### config.mk
export PLATFORM = sky130hd
export DESIGN_NAME = byte_dot_product_mod_hash_top
export DESIGN_NICKNAME = d
export VERILOG_FILES = /design/src/rtl/core/bdph_pkg.sv /design/src/rtl/core/bdph_mul.sv /design/src/rtl/core/bdph_mod.sv /design/src/rtl/core/byte_dot_product_mod_hash_top.sv
export SDC_FILE = /design/constraint.sdc
export NUM_CORES = 1
export LEC_CHECK = 0
export ABC_AREA = 1
export BUFFER_PORTS_ARGS = -buffer_cell sky130_fd_sc_hd__buf_2
export CORE_MARGIN = 2
export CORE_UTILIZATION = 60
export CTS_CLUSTER_SIZE = 8
export DETAILED_ROUTE_END_ITERATION = 12
export GPL_TIMING_DRIVEN = 1
export PLACE_DENSITY = 0.89
export SETUP_SLACK_MARGIN = 0.2
export SLEW_MARGIN = 20
export SYNTH_ARGS = -nofsm -noshare
export SYNTH_HDL_FRONTEND = slang
export SYNTH_SLANG_ARGS = --single-unit
### constraint.sdc
create_clock -name clock -period 8.27 [get_ports clock]
set_clock_uncertainty 0.2 [all_clocks]
set_input_delay 0.827 -clock clock [delete_from_list [all_inputs] [get_ports clock]]
set_output_delay 0.827 -clock clock [all_outputs]
set_load 0.02 [all_outputs]
### src/rtl/core/bdph_pkg.sv
// Shared constants and types for the byte dot-product modular hash.
package bdph_pkg;

   localparam int BYTE_BITS       = 8;
   localparam int HASH_BITS       = 16;
   localparam int MOD_BITS        = 17;
   localparam int KEYLEN_BITS     = 5;
   localparam int FIELD_BITS      = 16;
   localparam int FIELDS_PER_WORD = 4;
   localparam int COEFF_WORDS     = 4;
   localparam int CSR_DATA_BITS   = FIELD_BITS * FIELDS_PER_WORD;
   localparam int CSR_INDEX_BITS  = 3;

   localparam int MAX_KEY_BYTES_DEFAULT = 16;
   localparam int COEFF_BITS_DEFAULT    = 16;

   localparam logic [MOD_BITS-1:0]    MOD_FULL         = 17'h10000;
   localparam logic [KEYLEN_BITS-1:0] KEY_LENGTH_RESET = 5'd13;

   // register indexes on the csr port
   localparam logic [CSR_INDEX_BITS-1:0] CSR_MODULUS    = 3'd0;
   localparam logic [CSR_INDEX_BITS-1:0] CSR_KEY_LENGTH = 3'd1;
   localparam logic [CSR_INDEX_BITS-1:0] CSR_COEFF_0    = 3'd2;
   localparam logic [CSR_INDEX_BITS-1:0] CSR_COEFF_1    = 3'd3;
   localparam logic [CSR_INDEX_BITS-1:0] CSR_COEFF_2    = 3'd4;
   localparam logic [CSR_INDEX_BITS-1:0] CSR_COEFF_3    = 3'd5;

   typedef struct packed {
      logic busy;
      logic done;
   } unit_status_type;

endpackage

### src/rtl/core/bdph_mul.sv
// Bit-serial shift-add multiplier: key byte times coefficient, MSB first.
module bdph_mul #(
   parameter int CW = 16
) (
   input  logic                           clock,
   input  logic                           reset,
   input  logic                           start,
   input  logic [CW-1:0]                  coeff,
   input  logic [bdph_pkg::BYTE_BITS-1:0] byte_in,
   output bdph_pkg::unit_status_type      status,
   output logic [CW+bdph_pkg::BYTE_BITS-1:0] product
);
   import bdph_pkg::*;

   localparam int PW    = CW + BYTE_BITS;
   localparam int CNT_W = $clog2(BYTE_BITS);

   logic [BYTE_BITS-1:0] bits_ff;
   logic [CW-1:0]        coeff_ff;
   logic [PW-1:0]        acc_ff, acc_in;
   logic [CNT_W-1:0]     cnt_ff;
   logic                 busy_ff, done_ff;

   assign acc_in = {acc_ff[PW-2:0], 1'b0} + (bits_ff[BYTE_BITS-1] ? PW'(coeff_ff) : '0);

   always_ff @(posedge clock) begin
      if (reset) begin
         busy_ff <= 1'b0;
         done_ff <= 1'b0;
         cnt_ff  <= '0;
      end else begin
         done_ff <= 1'b0;
         if (start) begin
            busy_ff <= 1'b1;
            cnt_ff  <= '0;
         end else if (busy_ff) begin
            cnt_ff <= cnt_ff + 1'b1;
            if (cnt_ff == CNT_W'(BYTE_BITS - 1)) begin
               busy_ff <= 1'b0;
               done_ff <= 1'b1;
            end
         end
      end
   end

   always_ff @(posedge clock) begin
      if (start) begin
         bits_ff  <= byte_in;
         coeff_ff <= coeff;
         acc_ff   <= '0;
      end else if (busy_ff) begin
         bits_ff <= {bits_ff[BYTE_BITS-2:0], 1'b0};
         acc_ff  <= acc_in;
      end
   end

   assign status.busy = busy_ff;
   assign status.done = done_ff;
   assign product     = acc_ff;

endmodule

### src/rtl/core/bdph_mod.sv
// Restoring remainder unit: one dividend bit per cycle against the modulus.
module bdph_mod #(
   parameter int SW = 25
) (
   input  logic                          clock,
   input  logic                          reset,
   input  logic                          start,
   input  logic [SW-1:0]                 dividend,
   input  logic [bdph_pkg::MOD_BITS-1:0] modulus,
   output bdph_pkg::unit_status_type     status,
   output logic [bdph_pkg::HASH_BITS-1:0] remainder
);
   import bdph_pkg::*;

   localparam int CNT_W = $clog2(SW);

   logic [SW-1:0]       div_ff;
   logic [MOD_BITS-1:0] mod_ff;
   logic [MOD_BITS-1:0] rem_ff, rem_in;
   logic [MOD_BITS:0]   trial;
   logic [CNT_W-1:0]    cnt_ff;
   logic                busy_ff, done_ff;

   // remainder stays below the modulus, so one subtract per bit suffices
   always_comb begin
      trial = {rem_ff, div_ff[SW-1]};
      if (trial >= {1'b0, mod_ff}) begin
         rem_in = MOD_BITS'(trial - {1'b0, mod_ff});
      end else begin
         rem_in = trial[MOD_BITS-1:0];
      end
   end

   always_ff @(posedge clock) begin
      if (reset) begin
         busy_ff <= 1'b0;
         done_ff <= 1'b0;
         cnt_ff  <= '0;
      end else begin
         done_ff <= 1'b0;
         if (start) begin
            busy_ff <= 1'b1;
            cnt_ff  <= '0;
         end else if (busy_ff) begin
            cnt_ff <= cnt_ff + 1'b1;
            if (cnt_ff == CNT_W'(SW - 1)) begin
               busy_ff <= 1'b0;
               done_ff <= 1'b1;
            end
         end
      end
   end

   always_ff @(posedge clock) begin
      if (start) begin
         div_ff <= dividend;
         mod_ff <= modulus;
         rem_ff <= '0;
      end else if (busy_ff) begin
         div_ff <= {div_ff[SW-2:0], 1'b0};
         rem_ff <= rem_in;
      end
   end

   assign status.busy = busy_ff;
   assign status.done = done_ff;
   assign remainder   = rem_ff[HASH_BITS-1:0];

endmodule

### src/rtl/core/byte_dot_product_mod_hash_top.sv
// Top level: csr registers, key sequencing and result register of the byte hash.
// An item runs through BYTE_BITS serial multiply steps (8 at default widths), then SW
// serial remainder steps (SW = 25 at default widths), in states ST_MUL, ST_MOD, ST_FINISH.
// rsp_valid is registered from ST_FINISH of a key's last byte once the result slot is free.
// Only one item is in work at a time; a waiting result holds back only a last byte.
// Synchronous reset restores the register defaults, position 0 and running value 0.
module byte_dot_product_mod_hash_top #(
   parameter int MAX_KEY_BYTES = bdph_pkg::MAX_KEY_BYTES_DEFAULT,
   parameter int COEFF_BITS    = bdph_pkg::COEFF_BITS_DEFAULT
) (
   input  logic                                clock,
   input  logic                                reset,
   input  logic                                req_valid,
   output logic                                req_ready,
   input  logic [bdph_pkg::BYTE_BITS-1:0]      req_key_byte,
   output logic                                rsp_valid,
   input  logic                                rsp_ready,
   output logic [bdph_pkg::HASH_BITS-1:0]      rsp_hash_value,
   input  logic                                csr_wr_en,
   input  logic [bdph_pkg::CSR_INDEX_BITS-1:0] csr_index,
   input  logic [bdph_pkg::CSR_DATA_BITS-1:0]  csr_wr_data
);
   import bdph_pkg::*;

   localparam int CW    = (COEFF_BITS < FIELD_BITS) ? COEFF_BITS : FIELD_BITS;
   localparam int PW    = CW + BYTE_BITS;
   localparam int SW    = ((PW > HASH_BITS) ? PW : HASH_BITS) + 1;
   localparam int POS_W = (MAX_KEY_BYTES > 1) ? $clog2(MAX_KEY_BYTES) : 1;
   localparam int LCLOG = $clog2(MAX_KEY_BYTES + 1);
   localparam int LEN_W = ((LCLOG > KEYLEN_BITS) ? LCLOG : KEYLEN_BITS) + 1;

   typedef enum logic [1:0] {ST_IDLE, ST_MUL, ST_MOD, ST_FINISH} state_type;

   state_type state_ff, state_in;

   logic [MOD_BITS-1:0]      modulus_ff;
   logic [KEYLEN_BITS-1:0]   key_length_ff;
   logic [CSR_DATA_BITS-1:0] coeff_ff [COEFF_WORDS];

   logic [POS_W-1:0]     pos_ff, pos_in;
   logic [HASH_BITS-1:0] running_ff, running_in;
   logic                 rsp_valid_ff, rsp_valid_in;
   logic [HASH_BITS-1:0] rsp_hash_ff, rsp_hash_in;

   logic [LEN_W-1:0]         pos_wide, eff_len, len_wide;
   logic [FIELD_BITS-1:0]    field;
   logic [CSR_DATA_BITS-1:0] word;
   logic [CW-1:0]            coeff_sel;
   logic [MOD_BITS-1:0]      eff_mod;
   logic                     accept, is_last;

   unit_status_type      mul_st, mod_st;
   logic [PW-1:0]        product;
   logic [HASH_BITS-1:0] remainder;
   logic [SW-1:0]        dividend;

   // csr registers
   always_ff @(posedge clock) begin
      if (reset) begin
         modulus_ff    <= MOD_FULL;
         key_length_ff <= KEY_LENGTH_RESET;
         for (int i = 0; i < COEFF_WORDS; i++) begin
            coeff_ff[i] <= '0;
         end
      end else if (csr_wr_en) begin
         unique case (csr_index)
            CSR_MODULUS:    modulus_ff    <= csr_wr_data[MOD_BITS-1:0];
            CSR_KEY_LENGTH: key_length_ff <= csr_wr_data[KEYLEN_BITS-1:0];
            CSR_COEFF_0:    coeff_ff[0]   <= csr_wr_data;
            CSR_COEFF_1:    coeff_ff[1]   <= csr_wr_data;
            CSR_COEFF_2:    coeff_ff[2]   <= csr_wr_data;
            CSR_COEFF_3:    coeff_ff[3]   <= csr_wr_data;
            default: ;
         endcase
      end
   end

   // effective modulus and key length
   always_comb begin
      if (modulus_ff == '0 || modulus_ff > MOD_FULL) begin
         eff_mod = MOD_FULL;
      end else begin
         eff_mod = modulus_ff;
      end
      len_wide = LEN_W'(key_length_ff);
      if (len_wide == '0) begin
         eff_len = LEN_W'(1);
      end else if (len_wide > LEN_W'(MAX_KEY_BYTES)) begin
         eff_len = LEN_W'(MAX_KEY_BYTES);
      end else begin
         eff_len = len_wide;
      end
   end

   // coefficient for the current position; positions past the last field use zero
   always_comb begin
      pos_wide = LEN_W'(pos_ff);
      word     = coeff_ff[pos_wide[3:2]];
      if (pos_wide < LEN_W'(COEFF_WORDS * FIELDS_PER_WORD)) begin
         field = word[pos_wide[1:0]*FIELD_BITS +: FIELD_BITS];
      end else begin
         field = '0;
      end
      coeff_sel = field[CW-1:0];
   end

   assign accept   = req_valid && req_ready;
   assign is_last  = (pos_wide + LEN_W'(1)) >= eff_len;
   assign dividend = SW'(product) + SW'(running_ff);

   bdph_mul #(.CW(CW)) u_mul (
      .clock   (clock),
      .reset   (reset),
      .start   (accept),
      .coeff   (coeff_sel),
      .byte_in (req_key_byte),
      .status  (mul_st),
      .product (product)
   );

   bdph_mod #(.SW(SW)) u_mod (
      .clock     (clock),
      .reset     (reset),
      .start     (mul_st.done),
      .dividend  (dividend),
      .modulus   (eff_mod),
      .status    (mod_st),
      .remainder (remainder)
   );

   always_comb begin
      state_in     = state_ff;
      pos_in       = pos_ff;
      running_in   = running_ff;
      rsp_valid_in = rsp_valid_ff && !rsp_ready;
      rsp_hash_in  = rsp_hash_ff;
      unique case (state_ff)
         ST_IDLE: begin
            if (accept) state_in = ST_MUL;
         end
         ST_MUL: begin
            if (mul_st.done) state_in = ST_MOD;
         end
         ST_MOD: begin
            if (mod_st.done) state_in = ST_FINISH;
         end
         ST_FINISH: begin
            if (!is_last) begin
               running_in = remainder;
               pos_in     = pos_ff + 1'b1;
               state_in   = ST_IDLE;
            end else if (!rsp_valid_ff || rsp_ready) begin
               // last byte of the key: hand out the hash once the slot is free
               rsp_valid_in = 1'b1;
               rsp_hash_in  = remainder;
               running_in   = '0;
               pos_in       = '0;
               state_in     = ST_IDLE;
            end
         end
         default: state_in = ST_IDLE;
      endcase
   end

   always_ff @(posedge clock) begin
      if (reset) begin
         state_ff     <= ST_IDLE;
         pos_ff       <= '0;
         running_ff   <= '0;
         rsp_valid_ff <= 1'b0;
      end else begin
         state_ff     <= state_in;
         pos_ff       <= pos_in;
         running_ff   <= running_in;
         rsp_valid_ff <= rsp_valid_in;
      end
      rsp_hash_ff <= rsp_hash_in;
   end

   assign req_ready      = (state_ff == ST_IDLE);
   assign rsp_valid      = rsp_valid_ff;
   assign rsp_hash_value = rsp_hash_ff;

   a_mul_done_in_mul : assert property (@(posedge clock) disable iff (reset)
      mul_st.done |-> state_ff == ST_MUL)
      else $error("multiply finished outside the multiply phase");

   a_mod_done_in_mod : assert property (@(posedge clock) disable iff (reset)
      mod_st.done |-> state_ff == ST_MOD)
      else $error("remainder finished outside the reduction phase");

   a_units_exclusive : assert property (@(posedge clock) disable iff (reset)
      !(mul_st.busy && mod_st.busy))
      else $error("multiplier and remainder unit busy together");

   a_no_overwrite : assert property (@(posedge clock) disable iff (reset)
      (rsp_valid_ff && !rsp_ready) |=> (rsp_hash_ff == $past(rsp_hash_ff)))
      else $error("waiting result overwritten");

endmodule
# Word-level counts from Yosys, hierarchy flattened
# Memories as Yosys holds them, arrays and structs flattened. A register that Yosys moved wholly into a read port is not among the register bits.
# Cells that the tools add are included.
# Widths: inputs -> output; s select.
# word_totals
inputBits,80
ram_bits,256
n_memories,1
regBits,180
wordCells,127
out_inout_bits,18
# classes
n_mux,53
n_addsub,7
reduce_logical,21
magnitude_cmp,4
eq_ne,15
shifts,1
bitwise,6
# memory_table
name,depth,width,rd,rd_ports_with_merged_regs,wr,line,text
coeff_ff,4,64,1,1,4,byte_dot_product_mod_hash_top.sv:38,logic [CSR_DATA_BITS-1:0] coeff_ff [COEFF_WORDS];
# ops
cell,count
$mux 64,4
$shiftx 64x7->16,1
$mux 25,2
$mux 16,3
$mux 1,29
$add 24x16->25,1
$add 24x24->24,1
$ge 18x17->1,1
$gt 17x17->1 const B,1
$logic_not 17->1,1
$mux 17,1
$sub 17x17->17,1
$mux 8,2
$mux 2,7
$mux 5,2
$eq 3x3->1 const B,3
$mux 4,2
$ne 2x1->1 const B,4
$pmux 2 s4,1
$eq 3x2->1 const B,2
$ge 5x6->1,1
$reduce_and 2->1,3
$reduce_or 3->1,2
$add 4x1->5 const B,1
other kinds (21),31

# Depth between registers and ports, before layout
# Gate-level depths: netlist of the first run.
# depth
depth_word,8
ltp_mapped,17
ltp_nobuf,15

# Cells and area by module
# A second synthesis of the first run with hierarchy kept.
# hier_totals
cells_unflattened,2680
area_unflattened_um2,22599.2
# by_module_without_submodules
module,seq_area_each_um2,cells_each,area_each_um2,instances
byte_dot_product_mod_hash_top,9108.7,1678,15297.2,1
bdph_mod,1741.7,532,4050.1,1
bdph_mul,1301.2,470,3251.9,1

# Worst setup path after synthesis of the first run
# Ideal clock, no wire load.
# synth_path
kind,input to register
startpoint,input csr_wr_en
endpoint,memory coeff_ff[0][0] in the netlist's numbering (enable)
slack_ps,1646
path_stages,4
arrival_ps,5842
setup_time_ps,582
n_path_buf,0
required_time_ps,7488
cell_sequence,inv_1 -> nor2_2 -> inv_1 -> o31ai_1
# synth_lines
element,line,text
from (decl),byte_dot_product_mod_hash_top.sv:19,"input logic csr_wr_en,"
to (decl),byte_dot_product_mod_hash_top.sv:38,

# Final worst setup path of the first run
# layout_path
startpoint,register pos_ff[0]
endpoint,register running_ff[1]
# layout_between
elab_chain_len,4
elab_cells_between_ends,5
cone_classes,add/sub (1); order compare (1); eq/ne (1); mux (1); reduce/logical (1)
# layout_rtl
element,line,text
from (decl),byte_dot_product_mod_hash_top.sv:40,"logic [POS_W-1:0] pos_ff, pos_in;"
from (signal assigned),byte_dot_product_mod_hash_top.sv:173,pos_ff <= pos_in;
$add 4x1->5 (*),byte_dot_product_mod_hash_top.sv:108,assign is_last = (pos_wide + LEN_W'(1)) >= eff_len;
$ge 5x6->1 (*),byte_dot_product_mod_hash_top.sv:108,
$ne 2x1->1 (no source line),n/a,
$reduce_and 2->1 (no source line),n/a,
to (signal assigned),byte_dot_product_mod_hash_top.sv:174,running_ff <= running_in;
to (decl),byte_dot_product_mod_hash_top.sv:41,"logic [HASH_BITS-1:0] running_ff, running_in;"
# Mark *: on every way between the ends. The rest lies on a longest branch, timed or not.
# A chain may end at the register's enable or synchronous reset.

==> results.tsv, run 1 <==
metric	value	unit
status	complete, no violations	
DRT iter0 DRCs	1935	
clk_lat worst skew	640	ps
Distinct cells, synth	48	
Total Power	6.061	mW
row cnt	70	
number of global-route vias before repair	17710	
clock root cell	clkbuf_16	
chip height	197.0	µm
Area Growth Syn to Fin	11.30	%
die area	38820	µm²
Starting Density	61.07	%
Worst Hold Class	flop to flop	
delay of the slowest critical-path stage	670	ps
worst min-delay path startpoint	u_mul.cnt_ff[2]	
CTS H-tree depth	2	
cts hold-fix bufs	0	
Worst EP required	8620	ps
clock-pin transition on the worst setup and hold timing paths	60	ps
Final Critical Period	3393	ps
r2r endpoint	running_ff[1]	
Leakage	10.80	nW
Slowest cell on crit path	nor2_2	
r2r worst-path depth	10	
number of synthesized flops with an enable pin	338	
post-DP HPWL	35.05	mm
clk buf depth	3	
hold-critical path depth	2	
Finished Cell Area	24880	µm²
FFs w/ async S/R, synth	0	%
Die Wd	197.0	µm
worst slew pin tran	1039	ps
critical path class	flop to flop	
Mapped Cells	2549	
remaining global-route overflow	0	
fraction of layout cells with a size suffix above 1	8.355	%
Setup crit start kind	flop	
final hold viol count	0	
Final #Nets	2768	
leading cell type in the layout, fill and taps excluded	nand2_1	
DRT Pass-1 Iters	6	
Max-cap violations	0	
average routed wire per standard cell	17.61	µm
GRT Resource Usage Total	28.79	%
Area after DPL	23160	µm²
CORE AREA	36610	µm²
TNS Setup	0	ps
first-pass GRT wire length	88.39	mm
CTS Sinks	438	
Main synth FF type	edfxtp_1	
initial antenna violation count	0	
Peak Freq	0.2947	GHz
R2R Setup Slk	4880	ps
n_diodes	0	
CP endpoint kind	flop	
post-place setup slack	4623	ps
setup ws final	4877	ps
via count	17780	
I/O Buffers	97	
DRC viols	0	
CTS tree	built	
crit-path cells	buf_4 -> nand3_1 -> xor2_1 -> ha_1 -> a21o_1 -> a21oi_1 -> nand3_1 -> nor2_2 -> nand2_1 -> a21oi_1	
Slew headroom	30.72	%
vias per cell	5.688	
routability cong.	0.9066	
Ys Warns	0	
pin count of the biggest net entering global routing	92	
syn nets	2694	
largest fanout on the critical path	53	
WL final	55.04	mm
Inserted Clock Buffers	60	
syn_area_per_cell	8.771	µm²
max-slew violation count	0	
io pins	98	
sequential area share after synthesis	54.35	%
worst hold path endpoint	u_mul.cnt_ff[2]	
most frequent cells in the layout	nand2_1, nor2_1, inv_1	
register bit total from synthesis	438	
CP arrival	3750	ps
Detail Route Antenna Nets	0	
maximum VDD drop	0.2280	mV
post-CTS setup buffer count	0	
post-CTS sizing	0	
RR Startpoint	pos_ff[0]	
Finish-stage setup viols	0	
Pwr Density	243.6	nW/µm²
RSZ-0062 raised after global routing	no	
fin crit share	41.03	%
Cell Area, Synth	22360	µm²
[cell type report]
cell class                      instances  area [µm²]
Clock buffer                           93        1635
Multi-Input combinational cell       1628        8369
Timing Repair Buffer                  117       635.6
Fill cell                            2794       11730
Sequential cell                       438       12160
Clock inverter                          3       80.08
Tap cell                              468       585.6
Inverter                              378        1419
[metrics by stage]
step | instances | hold WS (ps) | utilization (%)
after CTS | 3125 | 239.1 | 67.95
after global placement | 3029 | 246.0 | 63.26
after global routing | 3125 | 278.0 | 67.97
final | 3125 | 271.8 | 67.97
after floorplan | 2549 | 233.4 | -
after detailed placement | 3029 | 261.8 | 63.26
[worst max-delay path by stage]
stage,startpoint,end,slack (ps),cells past startpoint
2_1_floorplan,csr_wr_en,coeff_ff[0][0],1650,4
3_3_place_gp,pos_ff[0],flop,4770,10
5_1_grt,pos_ff[0],flop,4660,10
4_1_cts,pos_ff[0],running_ff[1],4560,10
3_5_place_dp,pos_ff[0],running_ff[1],4620,10
6_report,pos_ff[0],running_ff[1],4880,10
[where the power goes]
part | switching [mW] | total [mW] | internal [mW]
logic | 0.720 | 1.06 | 0.344
clock network | 0.919 | 2.26 | 1.34
registers | 0.146 | 2.74 | 2.59
total | 1.78 | 6.06 | 4.28
[Yosys cell counts (2+ instances only)]
| library cell | count | area, µm² |
|---|---|---|
| or2_2 | 2 | 12.51 |
| o31ai_1 | 2 | 15.01 |
| clkinv_1 | 2 | 7.510 |
| nand3b_1 | 9 | 67.56 |
| o211ai_1 | 69 | 518.0 |
| edfxtp_1 | 338 | 10150 |
| o21bai_1 | 5 | 37.54 |
| a21oi_1 | 162 | 810.8 |
| nor2_2 | 2 | 12.51 |
| nor2_4 | 2 | 22.52 |
| ha_1 | 62 | 775.7 |
| xor2_1 | 4 | 35.03 |
| clkbuf_1 | 68 | 255.2 |
| nand3_2 | 8 | 80.08 |
| dfxtp_1 | 100 | 2002 |
| inv_2 | 2 | 7.510 |
| o21ai_1 | 10 | 50.05 |
| nor3_1 | 14 | 70.07 |
| nand2_1 | 524 | 1967 |
| nor4_1 | 5 | 31.28 |
| nand3_1 | 119 | 595.6 |
| buf_1 | 7 | 26.28 |
| o21ai_2 | 3 | 26.28 |
| nand2_4 | 2 | 22.52 |
| nand4_1 | 16 | 100.1 |
| or2_1 | 3 | 18.77 |
| xnor2_1 | 19 | 166.4 |
| mux2i_1 | 64 | 640.6 |
| nor2_1 | 379 | 1423 |
| fa_1 | 3 | 60.06 |
| nand4_2 | 2 | 25.02 |
| o21ai_0 | 122 | 610.6 |
| and2_1 | 2 | 12.51 |
| buf_6 | 2 | 22.52 |
| buf_2 | 21 | 105.1 |
| nand2_2 | 5 | 31.28 |
| inv_1 | 374 | 1404 |
| buf_4 | 6 | 45.04 |
[sequential cells by signal, indices dropped and copies added (netlist names), named ones only]
| signal | flops |
|---|---|
| key_length_ff | 5 |
| modulus_ff | 17 |
| u_mul.product | 24 |
| u_mod.rem_ff | 17 |
| u_mod.cnt_ff | 5 |
| u_mod.div_ff | 25 |
| u_mod.busy_ff | 1 |
| running_ff | 16 |
| u_mul.cnt_ff | 3 |
| u_mod.mod_ff | 17 |
| u_mul.coeff_ff | 16 |
| u_mul.busy_ff | 1 |
| coeff_ff | 256 |
| u_mul.done_ff | 1 |
| u_mod.done_ff | 1 |
| u_mul.bits_ff | 8 |
| rsp_hash_value | 16 |
| state_ff | 2 |
| rsp_valid | 1 |
| pos_ff | 4 |
[cells by family (layout without fill, tap and decap cells)]
group                    count (synthesis)  in the layout  share of synthesized area [%]
AND/OR/NAND/NOR                       1098           1098                          20.26
flip-flops                             438            438                          54.35
AO/OA/AOI/OAI                          378            378                          9.414
multiplexers                            64             64                          2.865
XOR/XNOR                                23             23                         0.9010
adder cells (fa/ha/maj)                 65             65                          3.739
buffers and inverters                  483            591                          8.468
[critical path, delay by kind of cell, from the launching register on]
kind                     cells  cell delay (ps)
AND/OR/NAND/NOR              4             1230
buffers and inverters        1              540
flip-flops                   1              320
adder cells (fa/ha/maj)      1              310
XOR/XNOR                     1              200
AO/OA/AOI/OAI                3              520
[layer usage]
metal,vias to the layer above,part of all wire [%],track usage [%]
met5,-,0,0
met4,0,4.2,13.28
met3,162,8.7,4.934
met2,874,48,49.00
met1,8214,39,36.11
li1,8525,-,-
No activity file was read; power rests on OpenSTA's default activity.
==> run 2: changes to the inputs <==
Settings changed: CORE_UTILIZATION 60 to 56, PLACE_DENSITY 0.89 to 0.87.
Clock period 8.27 ns to 2.75 ns, I/O delays scaled along.
==> run 2 against run 1 <==
Worst setup slack worse by 4900 ps. Sequential cell count unchanged. Sequential power increased to 3.0 times the previous value. Cell area up 6.6%. Fmax up 24%. Die area increased by 7.0%. Non-clock buffer count rose by 110. Count of clock-buffer cells in the layout is 13 higher. Final cell count rose by 5.8%. Combinational power increased to 3.4 times the previous value. First-iteration DRC count shrank 14%. Sequential share of layout area down 3.0 points. Critical path type unchanged. Largest cell class unchanged.
==> results.tsv, run 2 (synthesized netlist as in run 1, its figures left out) <==
metric	value	unit	change
Finished Cell Area	26530	µm²	+6.6%
clock root cell	clkbuf_16		
DRC viols	0		unchanged
delay of the slowest critical-path stage	550	ps	-120 ps
WL final	59.78	mm	+8.6%
GRT Resource Usage Total	29.03	%	+0.24 points
CP arrival	3060	ps	-690 ps
Worst Hold Class	input port to flop		
CP endpoint kind	flop		
R2R Setup Slk	20	ps	-4860 ps
io pins	98		unchanged
via count	18300		+3.0%
leading cell type in the layout, fill and taps excluded	nand2_1		
Slowest cell on crit path	or4_4		
Area after DPL	23650	µm²	+2.1%
Setup crit start kind	flop		
first-pass GRT wire length	94.52	mm	+6.9%
number of global-route vias before repair	18290		+3.3%
cell mode on critical path	a21oi_2		
n_diodes	0		unchanged
chip height	203.8	µm	+3.4%
Finish-stage setup viols	0		unchanged
worst min-delay path startpoint	req_valid		
Cells after DPL	3112		+2.7%
Slew headroom	42.84	%	+12 points
most frequent cells in the layout	nand2_1, nor2_1, inv_1		
clock-pin transition on the worst setup and hold timing paths	50	ps	about the same
Detail Route Antenna Nets	0		unchanged
RSZ-0062 raised after global routing	yes		
average routed wire per standard cell	18.09	µm	+2.7%
remaining global-route overflow	0		unchanged
row cnt	73		+4.3%
Leakage	11.41	nW	+5.6%
fin crit share	99.24	%	+58 points
fraction of layout cells with a size suffix above 1	11.33	%	+3.0 points
worst slew pin tran	855.3	ps	-184.0 ps
CORE AREA	39550	µm²	+8.0%
Peak Freq	0.3664	GHz	+24%
largest fanout on the critical path	6		-89%
initial antenna violation count	1		+1
r2r worst-path depth	11		+1
final hold viol count	0		unchanged
largest reg by FF count	coeff_ff		
Worst EP required	3090	ps	-5530 ps
Total Power	18.75	mW	+210%
Starting Density	56.53	%	-4.5 points
Final Critical Period	2729	ps	-664.2 ps
post-DP HPWL	37.38	mm	+6.6%
CTS tree	built		
I/O Buffers	97		unchanged
clk buf depth	3		unchanged
RR Startpoint	key_length_ff[0]		
worst hold path endpoint	u_mul.busy_ff		
Final #Nets	2878		+4.0%
CTS H-tree depth	2		unchanged
Pwr Density	706.9	nW/µm²	+190%
max-slew violation count	0		unchanged
status	complete, no violations		
CP bufs+invs	1		unchanged
DRT iter0 DRCs	1666		-14%
CTS Sinks	438		unchanged
CP delay by family, top	simple AND/OR/NAND/NOR gates		
setup ws final	20.94	ps	-4856 ps
clk_lat worst skew	650	ps	about the same
Largest register FFs	256		unchanged
vias per cell	5.537		-2.7%
critical path class	flop to flop		
Max-cap violations	0		unchanged
Area Growth Syn to Fin	18.66	%	
routability cong.	0.9268		+2.2%
hold-critical path depth	3		+1
Die Wd	203.8	µm	+3.4%
Inserted Clock Buffers	60		unchanged
DRT Pass-1 Iters	6		unchanged
Cell Count, Final, Fillers Out	3305		+5.8%
post-place setup slack	11.49	ps	-4611 ps
die area	41540	µm²	+7.0%
crit-path cells	or4_4 -> nand2_4 -> nand2_2 -> ha_4 -> a21o_1 -> a21oi_2 -> nand3_4 -> nor2_4 -> buf_6 -> nand2_1 -> a21oi_2		
pin count of the biggest net entering global routing	65		-29%
maximum VDD drop	0.6717	mV	+190%
-- run 2: changes by cell type in the layout (fill, tap and decap cells not counted), moves of 7 or more --
cell | previous run | this run
ha_4 | 0 | 7
clkbuf_1 | 32 | 46
buf_12 | 0 | 16
ha_1 | 62 | 50
a21oi_1 | 162 | 148
nand2_2 | 7 | 18
buf_6 | 0 | 8
nand2_1 | 522 | 507
dlygate4sd3_1 | 0 | 74
a21oi_2 | 1 | 15
buf_4 | 20 | 32
-- run 2: cell type report --
| class | count | area (µm²) |
|---|---|---|
| clock inverter | 3 | 80.08 |
| tap | 525 | 656.9 |
| sequential | 438 | 12160 |
| multi-input combinational | 1628 | 8652 |
| inverter | 378 | 1426 |
| timing repair buffer | 227 | 1877 |
| clock buffer | 106 | 1674 |
| fill | 2918 | 13020 |
-- run 2: report_power, final --
group          internal [mW]  switching [mW]
clock network           4.09            2.83
logic                   1.31            2.31
registers               7.79           0.443
total                   13.2            5.58
-- run 2: timing repair --
action / CTS / global route
endpoints found under the setup margin: 44 / 61
gates cloned: 4 / 0
pin swaps: 11 / 7
hold buffers: 74 / 0
resized for setup: 37 / 43
hold endpoints to repair: 303 / 0
buffers inserted: 4 / 2
-- run 2: worst max path at each step --
stage	startpoint	end	slack, ps	depth (start not counted)
final	key_length_ff[0]	flop	20	11
after global routing	key_length_ff[0]	flop	-90	14
after CTS	key_length_ff[0]	rsp_hash_value[7]	120	12
after detailed placement	key_length_ff[0]	running_ff[15]	10	11
after global placement	key_length_ff[0]	rsp_hash_value[3]	120	11
after floorplan	csr_wr_en	coeff_ff[0][0]	-100	4
-- run 2: through the flow --
| step | util, % | hold slack (ps) | setup TNS (ps) |
|---|---|---|---|
| floorplan | - | 144.1 | -11800 |
| global placement | 59.79 | 248.1 | 0 |
| detailed placement | 59.79 | 257.4 | 0 |
| CTS | 66.59 | 9.350 | 0 |
| global route | 67.08 | 59.38 | -1208 |
| finish | 67.08 | 65.67 | 0 |
-- run 2: routing by layer --
layer | vias up | share of wire [%] | global-route usage [%]
li1 | 8762 | - | -
met4 | 0 | 4.3 | 14.42
met3 | 165 | 7.9 | 4.027
met1 | 8479 | 39 | 36.36
met5 | - | 0 | 0
met2 | 894 | 49 | 49.44
-- run 2: worst register-to-register path, delay by kind of cell, from the launching register on --
family	cells	cell delay, ps
buf+inv	1	140
fa+ha+maj	1	250
flops	1	320
compound gates	3	560
simple gates	6	1170
